===== config.mk =====
export PLATFORM = sky130hd
export DESIGN_NAME = mono_mixdown_linear_resampler
export DESIGN_NICKNAME = d
export VERILOG_FILES = /design/src/design/mmlr_pkg.sv /design/src/design/mmlr_ctrl.sv /design/src/design/mmlr_dp.sv /design/src/design/mono_mixdown_linear_resampler.sv
export VERILOG_INCLUDE_DIRS = /design/src /design/src/design
export SDC_FILE = /design/constraint.sdc
export NUM_CORES = 1
export LEC_CHECK = 0
export ABC_AREA = 1
export BUFFER_PORTS_ARGS = -buffer_cell sky130_fd_sc_hd__buf_2
export CELL_PAD_IN_SITES_DETAIL_PLACEMENT = 0
export CELL_PAD_IN_SITES_GLOBAL_PLACEMENT = 2
export CORE_MARGIN = 4
export CORE_UTILIZATION = 24
export DETAILED_ROUTE_END_ITERATION = 6
export PLACE_DENSITY_LB_ADDON = 0.1
export SYNTH_ARGS = -nofsm -noshare
export SYNTH_HDL_FRONTEND = slang
export SYNTH_HIERARCHICAL = 1
export SYNTH_SLANG_ARGS = --single-unit

===== constraint.sdc =====
create_clock -name clk -period 18.06 [get_ports clk]
set_clock_uncertainty 0.05 [all_clocks]
set_input_delay 0.903 -clock clk [delete_from_list [all_inputs] [get_ports clk]]
set_output_delay 0.903 -clock clk [all_outputs]
set_load 0.03 [all_outputs]

===== src/design/mono_mixdown_linear_resampler_macros.svh =====
// Assertion helpers shared by the resampler modules.
// Both expect a clock named clk and an active-low reset named rst_n in scope.
`ifndef MONO_MIXDOWN_LINEAR_RESAMPLER_MACROS_SVH
`define MONO_MIXDOWN_LINEAR_RESAMPLER_MACROS_SVH

// same-cycle implication
`define MMLR_ASSERT_NOW(lbl, ante, cons, msg) \
    lbl: assert property (@(posedge clk) disable iff (!rst_n) (ante) |-> (cons)) else $error(msg);

// next-cycle implication
`define MMLR_ASSERT_NEXT(lbl, ante, cons, msg) \
    lbl: assert property (@(posedge clk) disable iff (!rst_n) (ante) |=> (cons)) else $error(msg);

`endif


===== src/design/mmlr_pkg.sv =====
package mmlr_pkg;

    localparam int CNT_W     = 4;
    localparam int OUT_SHIFT = 4;
    localparam int MAX_OUT   = 16;
    localparam int OUT_CNT_W = 5;

    typedef enum logic {
        REG_CHANNEL_COUNT = 1'b0,
        REG_STEP_RATIO    = 1'b1
    } cfg_reg_t;

    typedef enum logic [5:0] {
        S_IDLE   = 6'b000001,
        S_DIV    = 6'b000010,
        S_CHECK  = 6'b000100,
        S_MUL    = 6'b001000,
        S_EMIT   = 6'b010000,
        S_FINISH = 6'b100000
    } state_t;

    typedef struct packed {
        logic load;
        logic div_step;
        logic mul;
        logic emit;
        logic cap;
        logic finish;
    } cmd_t;

    typedef struct packed {
        logic bypass;
        logic primed;
        logic phase_lt_one;
        logic run_end;
        logic out_free;
    } sts_t;

endpackage


===== src/design/mmlr_ctrl.sv =====
`include "mono_mixdown_linear_resampler_macros.svh"

module mmlr_ctrl
    import mmlr_pkg::*;
#(
    parameter int DIV_STEPS = 19
)
(
    input  logic clk,
    input  logic rst_n,
    input  logic in_valid,
    output logic in_ready,
    input  sts_t sts,
    output cmd_t cmd
);

    localparam int DCNT_W = $clog2(DIV_STEPS);

    state_t                 state_reg, state_next;
    logic [DCNT_W-1:0]      dcnt_reg, dcnt_next;
    logic [OUT_CNT_W-1:0]   ocnt_reg, ocnt_next;
    logic                   cap;
    logic                   run_done;

    assign cap      = (ocnt_reg == OUT_CNT_W'(MAX_OUT - 1));
    assign run_done = sts.bypass || sts.run_end || cap;
    assign in_ready = (state_reg == S_IDLE);

    always_comb
    begin
        state_next = state_reg;
        dcnt_next  = dcnt_reg;
        ocnt_next  = ocnt_reg;
        cmd        = '0;
        unique case (state_reg)
            S_IDLE:
            begin
                if (in_valid)
                begin
                    cmd.load   = 1'b1;
                    dcnt_next  = '0;
                    state_next = S_DIV;
                end
            end
            S_DIV:
            begin
                cmd.div_step = 1'b1;
                dcnt_next    = dcnt_reg + 1'b1;
                if (dcnt_reg == DCNT_W'(DIV_STEPS - 1))
                begin
                    state_next = S_CHECK;
                end
            end
            S_CHECK:
            begin
                if (sts.bypass)
                begin
                    state_next = S_EMIT;
                end
                else if (sts.primed && sts.phase_lt_one)
                begin
                    state_next = S_MUL;
                end
                else
                begin
                    state_next = S_FINISH;
                end
            end
            S_MUL:
            begin
                cmd.mul    = 1'b1;
                state_next = S_EMIT;
            end
            S_EMIT:
            begin
                if (sts.out_free)
                begin
                    cmd.emit   = 1'b1;
                    cmd.cap    = cap;
                    ocnt_next  = ocnt_reg + 1'b1;
                    state_next = run_done ? S_FINISH : S_MUL;
                end
            end
            S_FINISH:
            begin
                cmd.finish = 1'b1;
                ocnt_next  = '0;
                state_next = S_IDLE;
            end
            default:
            begin
                state_next = S_IDLE;
            end
        endcase
    end

    always_ff @(posedge clk or negedge rst_n)
    begin
        if (!rst_n)
        begin
            state_reg <= S_IDLE;
            dcnt_reg  <= '0;
            ocnt_reg  <= '0;
        end
        else
        begin
            state_reg <= state_next;
            dcnt_reg  <= dcnt_next;
            ocnt_reg  <= ocnt_next;
        end
    end

    `MMLR_ASSERT_NOW(a_emit_free, cmd.emit, sts.out_free, "emit while output register busy")
    `MMLR_ASSERT_NOW(a_cnt_bound, 1'b1, ocnt_reg <= OUT_CNT_W'(MAX_OUT), "too many results")
    `MMLR_ASSERT_NOW(a_idle_clear, state_reg == S_IDLE, ocnt_reg == '0, "result count not cleared")

endmodule


===== src/design/mmlr_dp.sv =====
`include "mono_mixdown_linear_resampler_macros.svh"

module mmlr_dp
    import mmlr_pkg::*;
#(
    parameter int MAX_CHANNELS = 8,
    parameter int SAMPLE_WIDTH = 16,
    parameter int FRAC_BITS    = 16
)
(
    input  logic                                 clk,
    input  logic                                 rst_n,
    input  logic                                 cfg_valid,
    input  logic                                 cfg_index,
    input  logic [FRAC_BITS+3:0]                 cfg_data,
    input  logic [MAX_CHANNELS*SAMPLE_WIDTH-1:0] in_samples,
    input  logic                                 in_eos,
    input  logic                                 out_ready,
    output logic                                 out_valid,
    output logic [SAMPLE_WIDTH-1:0]              out_sample,
    output logic                                 out_last,
    input  cmd_t                                 cmd,
    output sts_t                                 sts
);

    localparam int SW     = SAMPLE_WIDTH;
    localparam int SUM_W  = SAMPLE_WIDTH + 3;
    localparam int NCH_W  = $clog2(MAX_CHANNELS + 1);
    localparam int STEP_W = FRAC_BITS + 4;
    localparam int PH_W   = FRAC_BITS + 5;
    localparam int PR_W   = FRAC_BITS + SAMPLE_WIDTH + 2;

    localparam logic [PH_W-1:0]   PH_ONE   = PH_W'(1) << FRAC_BITS;
    localparam logic [PH_W-1:0]   PH_BOUND = PH_W'(17) << FRAC_BITS;
    localparam logic [STEP_W-1:0] STEP_ONE = STEP_W'(1) << FRAC_BITS;
    localparam logic [STEP_W-1:0] MIN_STEP = STEP_W'(1) << (FRAC_BITS - OUT_SHIFT);
    localparam logic [PR_W-1:0]   RND_HALF = PR_W'(1) << (FRAC_BITS - 1);

    // configuration
    logic [CNT_W-1:0]  channel_count_reg;
    logic [STEP_W-1:0] step_ratio_reg;

    // resampler state
    logic [SW-1:0]     prev_reg;
    logic              primed_reg;
    logic [PH_W-1:0]   phase_reg, phase_next;

    // per-item working registers
    logic [SUM_W-1:0]  quo_reg;
    logic [NCH_W-1:0]  rem_reg;
    logic [NCH_W-1:0]  div_reg;
    logic              neg_reg;
    logic              eos_reg;
    logic signed [PR_W-1:0] prod_reg;

    logic              out_valid_reg;
    logic [SW-1:0]     out_data_reg;
    logic              out_last_reg;

    logic [NCH_W-1:0]  nch_eff;
    logic signed [SUM_W-1:0] sum;
    logic [SUM_W-1:0]  sum_mag;
    logic [NCH_W:0]    rem_shift;
    logic              quo_bit;
    logic [SUM_W-1:0]  quo_signed;
    logic [SW-1:0]     cur;
    logic signed [SW:0]     diff;
    logic signed [FRAC_BITS:0] phase_frac;
    logic signed [PR_W-1:0] prod_rnd;
    logic [SW-1:0]     interp;
    logic [STEP_W-1:0] step_eff;
    logic              bypass;
    logic              emit_last;

    always_comb
    begin
        if (channel_count_reg == '0)
        begin
            nch_eff = NCH_W'(1);
        end
        else if (channel_count_reg > CNT_W'(MAX_CHANNELS))
        begin
            nch_eff = NCH_W'(MAX_CHANNELS);
        end
        else
        begin
            nch_eff = channel_count_reg[NCH_W-1:0];
        end
    end

    always_comb
    begin
        sum = '0;
        for (int ch = 0; ch < MAX_CHANNELS; ch++)
        begin
            if (NCH_W'(ch) < nch_eff)
            begin
                sum = sum + SUM_W'(signed'(in_samples[ch*SW +: SW]));
            end
        end
    end

    assign sum_mag    = sum[SUM_W-1] ? (~sum + 1'b1) : sum;
    assign rem_shift  = {rem_reg, quo_reg[SUM_W-1]};
    assign quo_bit    = (rem_shift >= {1'b0, div_reg});
    assign quo_signed = neg_reg ? (~quo_reg + 1'b1) : quo_reg;
    assign cur        = quo_signed[SW-1:0];

    assign diff       = {cur[SW-1], cur} - {prev_reg[SW-1], prev_reg};
    assign phase_frac = {1'b0, phase_reg[FRAC_BITS-1:0]};
    assign prod_rnd   = prod_reg + RND_HALF;
    assign interp     = prev_reg + prod_rnd[FRAC_BITS +: SW];

    assign step_eff   = (step_ratio_reg < MIN_STEP) ? MIN_STEP : step_ratio_reg;
    assign bypass     = (step_ratio_reg == STEP_ONE);
    assign phase_next = phase_reg + PH_W'(step_eff);
    assign emit_last  = bypass || (phase_next >= PH_ONE) || cmd.cap;

    assign sts.bypass       = bypass;
    assign sts.primed       = primed_reg;
    assign sts.phase_lt_one = (phase_reg < PH_ONE);
    assign sts.run_end      = (phase_next >= PH_ONE);
    assign sts.out_free     = !out_valid_reg || out_ready;

    assign out_valid  = out_valid_reg;
    assign out_sample = out_data_reg;
    assign out_last   = out_last_reg;

    always_ff @(posedge clk or negedge rst_n)
    begin
        if (!rst_n)
        begin
            channel_count_reg <= CNT_W'(1);
            step_ratio_reg    <= STEP_ONE;
        end
        else if (cfg_valid)
        begin
            if (cfg_index == REG_CHANNEL_COUNT)
            begin
                channel_count_reg <= cfg_data[CNT_W-1:0];
            end
            else
            begin
                step_ratio_reg <= cfg_data;
            end
        end
    end

    always_ff @(posedge clk or negedge rst_n)
    begin
        if (!rst_n)
        begin
            prev_reg      <= '0;
            primed_reg    <= 1'b0;
            phase_reg     <= '0;
            out_valid_reg <= 1'b0;
        end
        else
        begin
            if (cmd.emit)
            begin
                out_valid_reg <= 1'b1;
                if (!bypass)
                begin
                    phase_reg <= phase_next;
                end
            end
            else if (out_ready)
            begin
                out_valid_reg <= 1'b0;
            end

            if (cmd.finish)
            begin
                if (eos_reg)
                begin
                    prev_reg   <= '0;
                    primed_reg <= 1'b0;
                    phase_reg  <= '0;
                end
                else
                begin
                    prev_reg   <= cur;
                    primed_reg <= 1'b1;
                    if (!bypass && primed_reg && (phase_reg >= PH_ONE))
                    begin
                        phase_reg <= phase_reg - PH_ONE;
                    end
                end
            end
        end
    end

    always_ff @(posedge clk)
    begin
        if (cmd.load)
        begin
            quo_reg <= sum_mag;
            rem_reg <= '0;
            div_reg <= nch_eff;
            neg_reg <= sum[SUM_W-1];
            eos_reg <= in_eos;
        end
        else if (cmd.div_step)
        begin
            quo_reg <= {quo_reg[SUM_W-2:0], quo_bit};
            rem_reg <= quo_bit ? NCH_W'(rem_shift - {1'b0, div_reg}) : rem_shift[NCH_W-1:0];
        end

        if (cmd.mul)
        begin
            prod_reg <= PR_W'(phase_frac) * PR_W'(diff);
        end

        if (cmd.emit)
        begin
            out_data_reg <= bypass ? cur : interp;
            out_last_reg <= emit_last;
        end
    end

    `MMLR_ASSERT_NEXT(a_eos_clear, cmd.finish && eos_reg, !primed_reg && (phase_reg == '0), "stream end did not clear state")
    `MMLR_ASSERT_NOW(a_phase_bound, 1'b1, phase_reg < PH_BOUND, "phase out of range")
    `MMLR_ASSERT_NEXT(a_cap_last, cmd.emit && cmd.cap, out_last_reg, "run limit without last mark")

endmodule


===== src/design/mono_mixdown_linear_resampler.sv =====
// Mono mixdown and linear-interpolation sample rate converter.
// s_axis: one multichannel frame per transfer; tdata holds chan0..chan7, tlast marks
//   the end of the stream (phase and history clear after that frame).
// m_axis: interpolated mono samples; tlast marks the last sample caused by a frame.
// cfg: register writes (index 0 channel_count, index 1 step_ratio), always ready;
//   write only while the block is idle.
// Per frame: accept, the bit-serial averaging divider, a decision step, then per emitted
//   sample a multiply and an output load, and a closing step; N results (0..16) per frame.
//   Unity ratio gives one result straight from the average, with no multiply.
// Frames are taken one at a time; s_axis_tready is high only between frames.
// The output register holds a result until taken; when m_axis_tready is low the
//   block stops at the next result and waits, nothing is dropped.
// Reset clears phase, history and output valid and restores channel_count = 1,
//   step_ratio = 1.0; the block is ready in the first cycle after reset.
module mono_mixdown_linear_resampler
    import mmlr_pkg::*;
#(
    parameter int MAX_CHANNELS = 8,
    parameter int SAMPLE_WIDTH = 16,
    parameter int FRAC_BITS    = 16
)
(
    input  logic                                          clk,
    input  logic                                          rst_n,
    input  logic                                          cfg_valid,
    output logic                                          cfg_ready,
    input  logic                                          cfg_index,
    input  logic [FRAC_BITS+3:0]                          cfg_data,
    input  logic                                          s_axis_tvalid,
    output logic                                          s_axis_tready,
    // chan0_sample .. chan7_sample, zero padded to bytes
    input  logic [((MAX_CHANNELS*SAMPLE_WIDTH+7)/8)*8-1:0] s_axis_tdata,
    input  logic                                          s_axis_tlast,
    output logic                                          m_axis_tvalid,
    input  logic                                          m_axis_tready,
    // out_sample, zero padded to bytes
    output logic [((SAMPLE_WIDTH+7)/8)*8-1:0]              m_axis_tdata,
    output logic                                          m_axis_tlast
);

    localparam int OUT_W = ((SAMPLE_WIDTH + 7) / 8) * 8;

    cmd_t                    cmd;
    sts_t                    sts;
    logic [SAMPLE_WIDTH-1:0] out_sample;

    assign cfg_ready    = 1'b1;
    assign m_axis_tdata = OUT_W'(out_sample);

    mmlr_ctrl #(
        .DIV_STEPS (SAMPLE_WIDTH + 3)
    ) u_ctrl (
        .clk      (clk),
        .rst_n    (rst_n),
        .in_valid (s_axis_tvalid),
        .in_ready (s_axis_tready),
        .sts      (sts),
        .cmd      (cmd)
    );

    mmlr_dp #(
        .MAX_CHANNELS (MAX_CHANNELS),
        .SAMPLE_WIDTH (SAMPLE_WIDTH),
        .FRAC_BITS    (FRAC_BITS)
    ) u_dp (
        .clk        (clk),
        .rst_n      (rst_n),
        .cfg_valid  (cfg_valid),
        .cfg_index  (cfg_index),
        .cfg_data   (cfg_data),
        .in_samples (s_axis_tdata[MAX_CHANNELS*SAMPLE_WIDTH-1:0]),
        .in_eos     (s_axis_tlast),
        .out_ready  (m_axis_tready),
        .out_valid  (m_axis_tvalid),
        .out_sample (out_sample),
        .out_last   (m_axis_tlast),
        .cmd        (cmd),
        .sts        (sts)
    );

endmodule

### Yosys cells after proc, flatten, opt, wreduce, memory -nomap -nowiden

Cells that the tools add are included.

| storage, ports and cells | value |
|---|---|
| word-level logic and storage cells | 127 |
| RAM bits | 0 |
| flip-flop bits (word level) | 157 |
| memories | 0 |
| bits in latches | 0 |
| output and inout port bits | 20 |
| ROM bits | 0 |

| cells by class | value |
|---|---|
| div/mod/pow operators | 0 |
| shift-type cells | 0 |
| eq/ne operators | 12 |
| $mul | 1 |
| mux-type cells | 44 |
| reductions and logical operators | 19 |
| $add $sub $neg | 17 |
| order comparisons | 14 |
| bitwise logic cells | 3 |

Operators with widths:

| operator | number |
|---|---|
| 19-bit two-way mux | 11 |
| 19-bit by 16-bit adder with 19-bit output | 7 |
| 21-bit two-way mux | 5 |
| 16-bit two-way mux | 3 |
| 21-bit by 17-bit greater-or-equal comparator with 1-bit output, second input constant | 2 |
| 6-bit two-way mux | 6 |
| 32-bit by 16-bit adder with 32-bit output, second input constant | 1 |
| 17-bit by 17-bit multiplier with 32-bit output | 1 |
| 6-bit one-hot mux with 5 select lines | 1 |
| 21-bit by 20-bit adder with 21-bit output | 1 |
| 21-bit by 17-bit less-than comparator with 1-bit output, second input constant | 1 |
| 21-bit by 17-bit subtractor with 21-bit output, second input constant | 1 |
| 20-bit by 17-bit equality test with 1-bit output, second input constant | 1 |
| 20-bit by 13-bit less-than comparator with 1-bit output, second input constant | 1 |
| 20-bit two-way mux | 1 |
| 5-bit one-hot mux with 2 select lines | 2 |
| 19-bit by 1-bit adder with 19-bit output, second input constant | 1 |
| 19-bit inverter | 1 |
| 16-bit by 16-bit subtractor with 17-bit output | 1 |
| 16-bit by 1-bit adder with 16-bit output, second input constant | 1 |
| 16-bit adder | 1 |
| 3-bit by 4-bit less-than comparator with 1-bit output, first input constant | 4 |
| 16-bit inverter | 1 |
| 4-bit two-way mux | 3 |
| 27 further kinds | 52 |

### Depth between registers and ports, before layout

Gate-level depths: netlist of run 1.

| depth | value |
|---|---|
| depth after elaboration | 23 |
| depth in mapped cells | 79 |

### Hierarchy

The synthesis of run 1 kept the hierarchy.

Modules (own cells, without submodules):

| module | instances | cells each | area an instance (um2) |
|---|---|---|---|
| mmlr_dp | 1 | 3788 | 25932.4 |
| mmlr_ctrl | 1 | 129 | 1049.8 |
| mono_mixdown_linear_resampler | 1 | 2 | 11.3 |

### Worst setup path after synthesis of run 1

OpenSTA, ideal clock, no wires.

| timing path | value |
|---|---|
| path type | input to register |
| from | input s_axis_tdata[0] |
| to | register u_dp.quo_reg[10], data pin |
| arrival | 9.278 ns |
| required time | 17.757 ns |
| path slack | 8.479 ns |
| stages on the path | 67 |
| cell sequence | clkbuf_1 ha_1 ha_1 inv_1 nand2_1 nand2_1 nand3_1 nand2_1 ha_1 a21oi_1 nand2_1 nand2_1 nand2_1 nand2_1 nand2_1 nand2_1 nand3_1 nand2_1 (+31 left out) or2_2 nand2_1 ha_1 a21oi_1 nand2_1 nand3_1 nand2_1 a21oi_1 o21bai_1 nand2_1 nand2_1 nor2_1 nand3_1 nand2_4 buf_6 nand3b_1 nand3_1 nand2_1 |

RTL lines:

| item | RTL line | text |
|---|---|---|
| from (decl) | mono_mixdown_linear_resampler.sv:32 | `input logic [((MAX_CHANNELS*SAMPLE_WIDTH+7)/8)*8-1:0] s_axis_tdata,` |
| 19-bit two-way mux * | mmlr_dp.sv:96 | `if (NCH_W'(ch) < nch_eff)` |
| 19-bit by 16-bit adder with 19-bit output | mmlr_dp.sv:98 | `sum = sum + SUM_W'(signed'(in_samples[ch*SW +: SW]));` |
| 19-bit two-way mux * | mmlr_dp.sv:96 |  |
| 19-bit by 16-bit adder with 19-bit output | mmlr_dp.sv:98 |  |
| 19-bit two-way mux * | mmlr_dp.sv:96 |  |
| 19-bit by 16-bit adder with 19-bit output | mmlr_dp.sv:98 |  |
| 19-bit two-way mux * | mmlr_dp.sv:96 |  |
| 19-bit by 16-bit adder with 19-bit output | mmlr_dp.sv:98 |  |
| (+2 left out) | -- |  |
| 19-bit two-way mux * | mmlr_dp.sv:96 |  |
| 19-bit by 16-bit adder with 19-bit output | mmlr_dp.sv:98 |  |
| 19-bit two-way mux * | mmlr_dp.sv:96 |  |
| 19-bit by 16-bit adder with 19-bit output | mmlr_dp.sv:98 |  |
| 19-bit two-way mux * | mmlr_dp.sv:96 |  |
| named net u_dp.sum[18] | mmlr_dp.sv:61 | `logic signed [SUM_W-1:0] sum;` |
| 19-bit two-way mux * | mmlr_dp.sv:103 | `assign sum_mag = sum[SUM_W-1] ? (~sum + 1'b1) : sum;` |
| 19-bit two-way mux * | mmlr_dp.sv:196 | `if (cmd.load)` |
| to (signal assigned) | mmlr_dp.sv:198 | `quo_reg <= sum_mag;` |
| to (signal assigned) | mmlr_dp.sv:206 | `quo_reg <= {quo_reg[SUM_W-2:0], quo_bit};` |
| to (decl) | mmlr_dp.sv:49 | `logic [SUM_W-1:0] quo_reg;` |

The timed path passes the listed nets; every way through them passes the cells marked *.
A chain may end at the register's enable or synchronous reset.

### Worst setup path after layout of run 1

| timing path | value |
|---|---|
| from | register u_dp.channel_count_reg[3] |
| to | register u_dp.quo_reg[14], data pin |

| between the ends | value |
|---|---|
| longest elaborated chain between the ends | 23 |

RTL lines:

| item | RTL line | text |
|---|---|---|
| from (decl) | mmlr_dp.sv:40 | `logic [CNT_W-1:0] channel_count_reg;` |
| from (signal assigned) | mmlr_dp.sv:140 | `channel_count_reg <= cfg_data[CNT_W-1:0];` |
| 4-bit > comparator | mmlr_dp.sv:81 | `else if (channel_count_reg > CNT_W'(MAX_CHANNELS))` |
| 4-bit two-way mux | mmlr_dp.sv:81 |  |
| 4-bit two-way mux * | mmlr_dp.sv:77 | `if (channel_count_reg == '0)` |
| 1-bit by 4-bit less-than comparator with 1-bit output | mmlr_dp.sv:96 |  |
| 19-bit two-way mux | mmlr_dp.sv:96 |  |
| 19-bit by 16-bit adder with 19-bit output | mmlr_dp.sv:98 |  |
| 19-bit two-way mux | mmlr_dp.sv:96 |  |
| 19-bit by 16-bit adder with 19-bit output | mmlr_dp.sv:98 |  |
| (+7 left out) | -- |  |
| 19-bit by 16-bit adder with 19-bit output | mmlr_dp.sv:98 |  |
| 19-bit two-way mux | mmlr_dp.sv:96 |  |
| 19-bit by 16-bit adder with 19-bit output | mmlr_dp.sv:98 |  |
| 19-bit two-way mux * | mmlr_dp.sv:96 |  |
| 19-bit inverter | mmlr_dp.sv:103 |  |
| 19-bit by 1-bit adder with 19-bit output | mmlr_dp.sv:103 |  |
| 19-bit two-way mux * | mmlr_dp.sv:103 |  |
| 19-bit two-way mux * | mmlr_dp.sv:196 |  |

Every way passes the cells marked *; elsewhere a longest branch is shown, timed or not.

==> results of run 1 <==
[routing by layer]
| metal | global-route usage (%) | vias to the layer above | share of wire [%] |
|---|---|---|---|
| li1 | - | 12700 | - |
| met1 | 22.9 | 11700 | 46 |
| met2 | 32.3 | 326 | 50 |
| met3 | 0.989 | 69 | 2.1 |
| met4 | 4.01 | 0 | 1.9 |
| met5 | 0 | - | 0 |
[layout make-up]
| cell class | instances | area (sq um) |
|---|---|---|
| clock inverters | 12 | 82.6 |
| diodes | 3 | 7.51 |
| inverters | 695 | 2610 |
| flip-flops and latches | 142 | 3830 |
| clock buffers | 20 | 468 |
| fillers | 12700 | 81200 |
| multi-input cells | 2985 | 20100 |
| repair buffers | 188 | 981 |
| well taps | 1488 | 1860 |
[cells by family (layout without fill, tap and decap cells)]
group                      after synthesis  in the layout  share of synthesized area (%)
other                                    1              4                         0.0139
adders and majority gates              527            527                           30.5
xor gates and xnor gates               123            123                           3.99
AOI/OAI and AO/OA                      503            503                           10.4
muxes                                    7              7                          0.292
DFF                                    142            142                           14.2
and+or+nand+nor                       1824           1824                           29.4
buffers and inverters                  792            915                           11.3
[worst max-delay path: cells and delay by family (launching register included)]
kind / cells / cell delay (ns)
and+or+nand+nor: 41 / 5.17
AOI/OAI and AO/OA: 10 / 2.21
adders and majority gates: 6 / 2.03
buffers and inverters: 7 / 0.90
xor gates and xnor gates: 3 / 0.53
DFF: 1 / 0.36
[cell usage in the layout, fill, tap and decap left out, drive strengths merged, types with 17 or more instances in the layout]
cell type and instances:
nand2 986, inv 698, nor2 349, nand3 313, ha 309, a21oi 226, fa 218, buf 188
o21ai 164, xor2 91, dfrtp 76, edfxtp 59, or2 44, nand4 42, nor3 33, xnor2 32
o22ai 32, and2 23, clkbuf 20, nor4 17
[stage by stage]
stage | setup WS (ns) | util (%)
final | 6.52 | 27.0
after global routing | 5.20 | 27.0
after global placement | 5.84 | 26.5
after floorplan | 8.48 | -
after CTS | 6.43 | 27.0
after detailed placement | 6.07 | 26.5
[worst paths after layout]
kind / start / to / slack, ns / cells after the start
max in group asynchronous: rst_n / u_dp/prev_reg[4] / 16.51 / 2
hold reg to reg: u_dp/rem_reg[3] / u_dp/rem_reg[3] / 0.43 / 2
setup / recovery: u_dp/channel_count_reg[3] / u_dp/quo_reg[14] / 6.52 / 67
hold / removal: rst_n / u_ctrl/ocnt_reg[4] / 0.29 / 1
setup reg to reg: u_dp/channel_count_reg[3] / u_dp/quo_reg[14] / 6.52 / 67
min in group clk: u_dp/rem_reg[3] / u_dp/rem_reg[3] / 0.43 / 2
==> flow_metrics.env, run 1 <==
export IMPL_drive_gt1_share_pct=8.36
export IMPL_grt_pass1_wl_microns=159000
export IMPL_clk_pin_slew_ns=0.07
export IMPL_htreeDepth=4
export IMPL_status="finished clean"
export IMPL_async_reset_ff_share_pct=55.6
export IMPL_die_x_microns=343
export IMPL_postCtsSetupBuffers=0
export IMPL_grt_usage_pct=17.7
export IMPL_dp_cells=5498
export IMPL_drc=0
export IMPL_synthTopCellsByCount="964 x nand2_1, 684 x inv_1, 334 x nor2_1"
export IMPL_clk_latency_ns=0.46
export IMPL_end_kind="flip-flop"
export IMPL_yosys_area_top_type="fa_1"
export IMPL_cp_data_required_time_ns=18.22
export IMPL_boundaryPins=175
export IMPL_critPathSlowestCell="o21ai_0"
export IMPL_yosysTopAreaCellShare_pct=16.2
export IMPL_drv_slew=0
export IMPL_syn_num_nets=4601
export IMPL_cts_resized=0
export IMPL_startpoint_type="flip-flop"
export IMPL_synth_area_top_cells="fa_1 16%, ha_1 14%, nand2_1 13%"
export IMPL_wl_microns=104000
export IMPL_synth_seq_cells=142
export IMPL_setup_viol=0
export IMPL_yosysWarnings=6
export IMPL_dpl_cell_area_sq_um=29400
export IMPL_rsz0062_at_grt="no"
export IMPL_fin_nets=4711
export IMPL_start_util_pct=24.3
export IMPL_drtIter0Drc=1231
export IMPL_hold_viol=0
export IMPL_layout_cells_non_filler=5533
export IMPL_design_area_sq_um=30000
export IMPL_path_max_fanout=34
export IMPL_route_detailed_wl_per_inst_microns=18.8
export IMPL_fin_crit_sh_pct=63.9
export IMPL_ys_seq_area_share_pct=14.2
export IMPL_max_slew_worst_pin_slew_ns=1.09
export IMPL_vias_per_cell=4.49
export IMPL_vias=24900
export IMPL_area_growth_syn_to_layout_pct=11.0
export IMPL_gp_congestion=0.818
export IMPL_drt_pass1_iter_count=5
export IMPL_dp_hpwl_microns=88300
export IMPL_maxCapViolCount=0
export IMPL_grt_max_degree=57
export IMPL_clockBufferDepth=2
export IMPL_cts_num_sinks=142
export IMPL_root_buffer="clkbuf_16"
export IMPL_core_area_sq_um=111000
export IMPL_portBuffers=173
export IMPL_fin_crit_ns=11.54
export IMPL_max_slew_margin_pct=27.1
export IMPL_syn_avg_cell_area_sq_um=6.89
export IMPL_tns_ns=0
export IMPL_overflow=0
export IMPL_antenna_left=0
export IMPL_fmax_ghz=0.0867
export IMPL_antenna_found_initial=5
export IMPL_ys_types=65
export IMPL_holdBufCountCts=0
export IMPL_arrival_ns=11.70
export IMPL_grt_pass1_vias=26400
export IMPL_synth_edf_count=59
export IMPL_cts_buffers=17
export IMPL_yosysMostFrequentCell="nand2_1"
export IMPL_row_count=122
export IMPL_dieArea_sq_um=118000
export IMPL_largest_register_ffs=21
export IMPL_syn_area_sq_um=27000
export IMPL_die_h_microns=343
export IMPL_hp_class="input pin to asynchronous set/reset pin"
export IMPL_syn_inst=3919
export IMPL_cpPeakStageDelay_ns=0.45
export IMPL_tritoncts="built"
export IMPL_crit_type="flip-flop to flip-flop"
export IMPL_ys_flop_type="dfrtp_1"
export IMPL_timing_hold_ws_ns=0.293
export IMPL_cpMostUsedCell="nand2_1"
Power of run 1 is left out: the tool's default activity adds up to more than one toggle a clock period on the data nets, which glitch-free logic cannot reach.
==> run 2, diff against run 1 <==
==> constraint.sdc (replaced) <==
create_clock -name clk -period 11.9 [get_ports clk]
set_clock_uncertainty 0.05 [all_clocks]
set_input_delay 0.595 -clock clk [delete_from_list [all_inputs] [get_ports clk]]
set_output_delay 0.595 -clock clk [all_outputs]
set_load 0.03 [all_outputs]
==> run 2 against run 1 <==
Compared with the run above:
- cell count increased by 0.20%
- wire length rose by 0.64%
- die area stayed put
- fmax rose by 7.6%
- core utilization up 0.15 points
- first-iteration DRC count decreased by 10%
- largest cell class unchanged
==> flow_metrics.env, run 2 (same netlist as run 1, synthesis figures left out) <==
export IMPL_grt_pass1_vias=26400
export IMPL_vias_per_cell=4.51
export IMPL_drc=0
export IMPL_drtIter0Drc=1103
export IMPL_setup_viol=0
export IMPL_start_util_pct=24.3
export IMPL_grt_usage_pct=17.8
export IMPL_vias=25000
export IMPL_boundaryPins=175
export IMPL_cpPeakStageDelay_ns=0.45
export IMPL_overflow=0
export IMPL_largest_register_ffs=21
export IMPL_maxCapViolCount=0
export IMPL_drv_slew=0
export IMPL_clk_pin_slew_ns=0.07
export IMPL_gp_congestion=0.824
export IMPL_design_area_sq_um=30100
export IMPL_timing_reg2reg_setup_slack_ns=1.17
export IMPL_holdBufCountCts=0
export IMPL_layout_common_cells="963 x nand2_1, 684 x inv_1, 333 x nor2_1"
export IMPL_root_buffer="clkbuf_16"
export IMPL_core_area_sq_um=111000
export IMPL_dieArea_sq_um=118000
export IMPL_cts_num_sinks=142
export IMPL_drt_pass1_iter_count=6
export IMPL_drive_gt1_share_pct=9.00
export IMPL_htreeDepth=4
export IMPL_r2r_start="u_dp/channel_count_reg[1]"
export IMPL_path_max_fanout=17
export IMPL_area_growth_syn_to_layout_pct=11.6
export IMPL_dp_hpwl_microns=88300
export IMPL_fin_crit_ns=10.73
export IMPL_tritoncts="built"
export IMPL_die_x_microns=343
export IMPL_die_h_microns=343
export IMPL_max_slew_worst_pin_slew_ns=1.11
export IMPL_route_detailed_wl_per_inst_microns=18.9
export IMPL_clk_latency_ns=0.45
export IMPL_fill_cells=12700
export IMPL_ff2ff_path_depth=67
export IMPL_portBuffers=173
export IMPL_max_slew_margin_pct=26.1
export IMPL_status="finished clean"
export IMPL_cpMostUsedCell="nand2_1"
export IMPL_clockBufferDepth=2
export IMPL_dpl_cell_area_sq_um=29500
export IMPL_fmax_ghz=0.0932
export IMPL_rr_endpoint="u_dp/quo_reg[14]"
export IMPL_row_count=122
export IMPL_antenna_found_initial=5
export IMPL_arrival_ns=10.89
export IMPL_hp_class="input pin to asynchronous set/reset pin"
export IMPL_cts_buffers=17
export IMPL_startpoint_type="flip-flop"
export IMPL_cp_data_required_time_ns=12.06
export IMPL_fin_crit_sh_pct=90.2
export IMPL_mostFrequentLayoutCell="nand2_1"
export IMPL_antenna_left=0
export IMPL_crit_type="flip-flop to flip-flop"
export IMPL_grt_pass1_wl_microns=161000
export IMPL_critPathSlowestCell="dfrtp_1"
export IMPL_wl_microns=105000
export IMPL_grt_max_degree=43
export IMPL_hold_viol=0
export IMPL_end_kind="flip-flop"
export IMPL_fin_nets=4723
-- run 2: through the flow --
step | util (%) | hold WS, ns | std cells | TNS, ns | setup WS, ns
floorplan | - | 0.249 | 3919 | 0 | 2.63
global placement | 26.5 | 0.420 | 5505 | 0 | 0.171
detailed placement | 26.5 | 0.425 | 5505 | 0 | 0.278
CTS | 27.0 | 0.0569 | 5537 | 0 | 0.617
global route | 27.1 | 0.0941 | 5544 | -0.0725 | -0.0380
finish | 27.1 | 0.0713 | 5544 | 0 | 1.17
-- run 2: routing by layer --
metal / vias up / track usage, % / wire length [microns]
li1: 12700 / - / -
met3: 42 / 0.768 / 1510
met4: 0 / 2.64 / 997
met2: 264 / 33.0 / 53300
met5: - / 0 / 0
met1: 12000 / 23.4 / 48800
-- run 2: worst max path at each step --
stage	startpoint	endpoint	slack (ns)	cells past startpoint
2_1_floorplan	s_axis_tdata[0]	u_dp/quo_reg[10]	2.63	67
3_3_place_gp	s_axis_tdata[16]	u_dp/quo_reg[16]	0.17	69
3_5_place_dp	s_axis_tdata[16]	u_dp/quo_reg[14]	0.28	68
4_1_cts	u_dp/channel_count_reg[1]	u_dp/quo_reg[14]	0.62	65
5_1_grt	s_axis_tdata[1]	u_dp/quo_reg[14]	-0.04	73
6_report	u_dp/channel_count_reg[1]	u_dp/quo_reg[14]	1.17	67
-- run 2: repair_timing --
| action | CTS | global route |
|---|---|---|
| resized for setup | 0 | 23 |
| buffers inserted | 0 | 4 |
| setup endpoints to repair | 0 | 19 |
| hold endpoints to repair | 0 | 0 |
-- run 2: final cells by class --
class	instances	area [sq um]	share of cell area, %
multi-input cells	2986	20200	67.1
flip-flops and latches	142	3830	12.7
inverters	695	2610	8.67
well taps	1488	1860	6.18
repair buffers	199	1060	3.53
clock buffers	19	433	1.44
clock inverters	13	118	0.390
diodes	2	5.00	0.0166
-- run 2: worst max-delay path: cells and delay by family (launching register included) --
family	cells	cell delay, ns
compound gates	8	1.31
fa+ha+maj	7	2.47
buf+inv	6	0.51
flops	1	0.45
simple gates	43	5.16
xor+xnor	3	0.53
Power of run 2 is left out for the same reason.
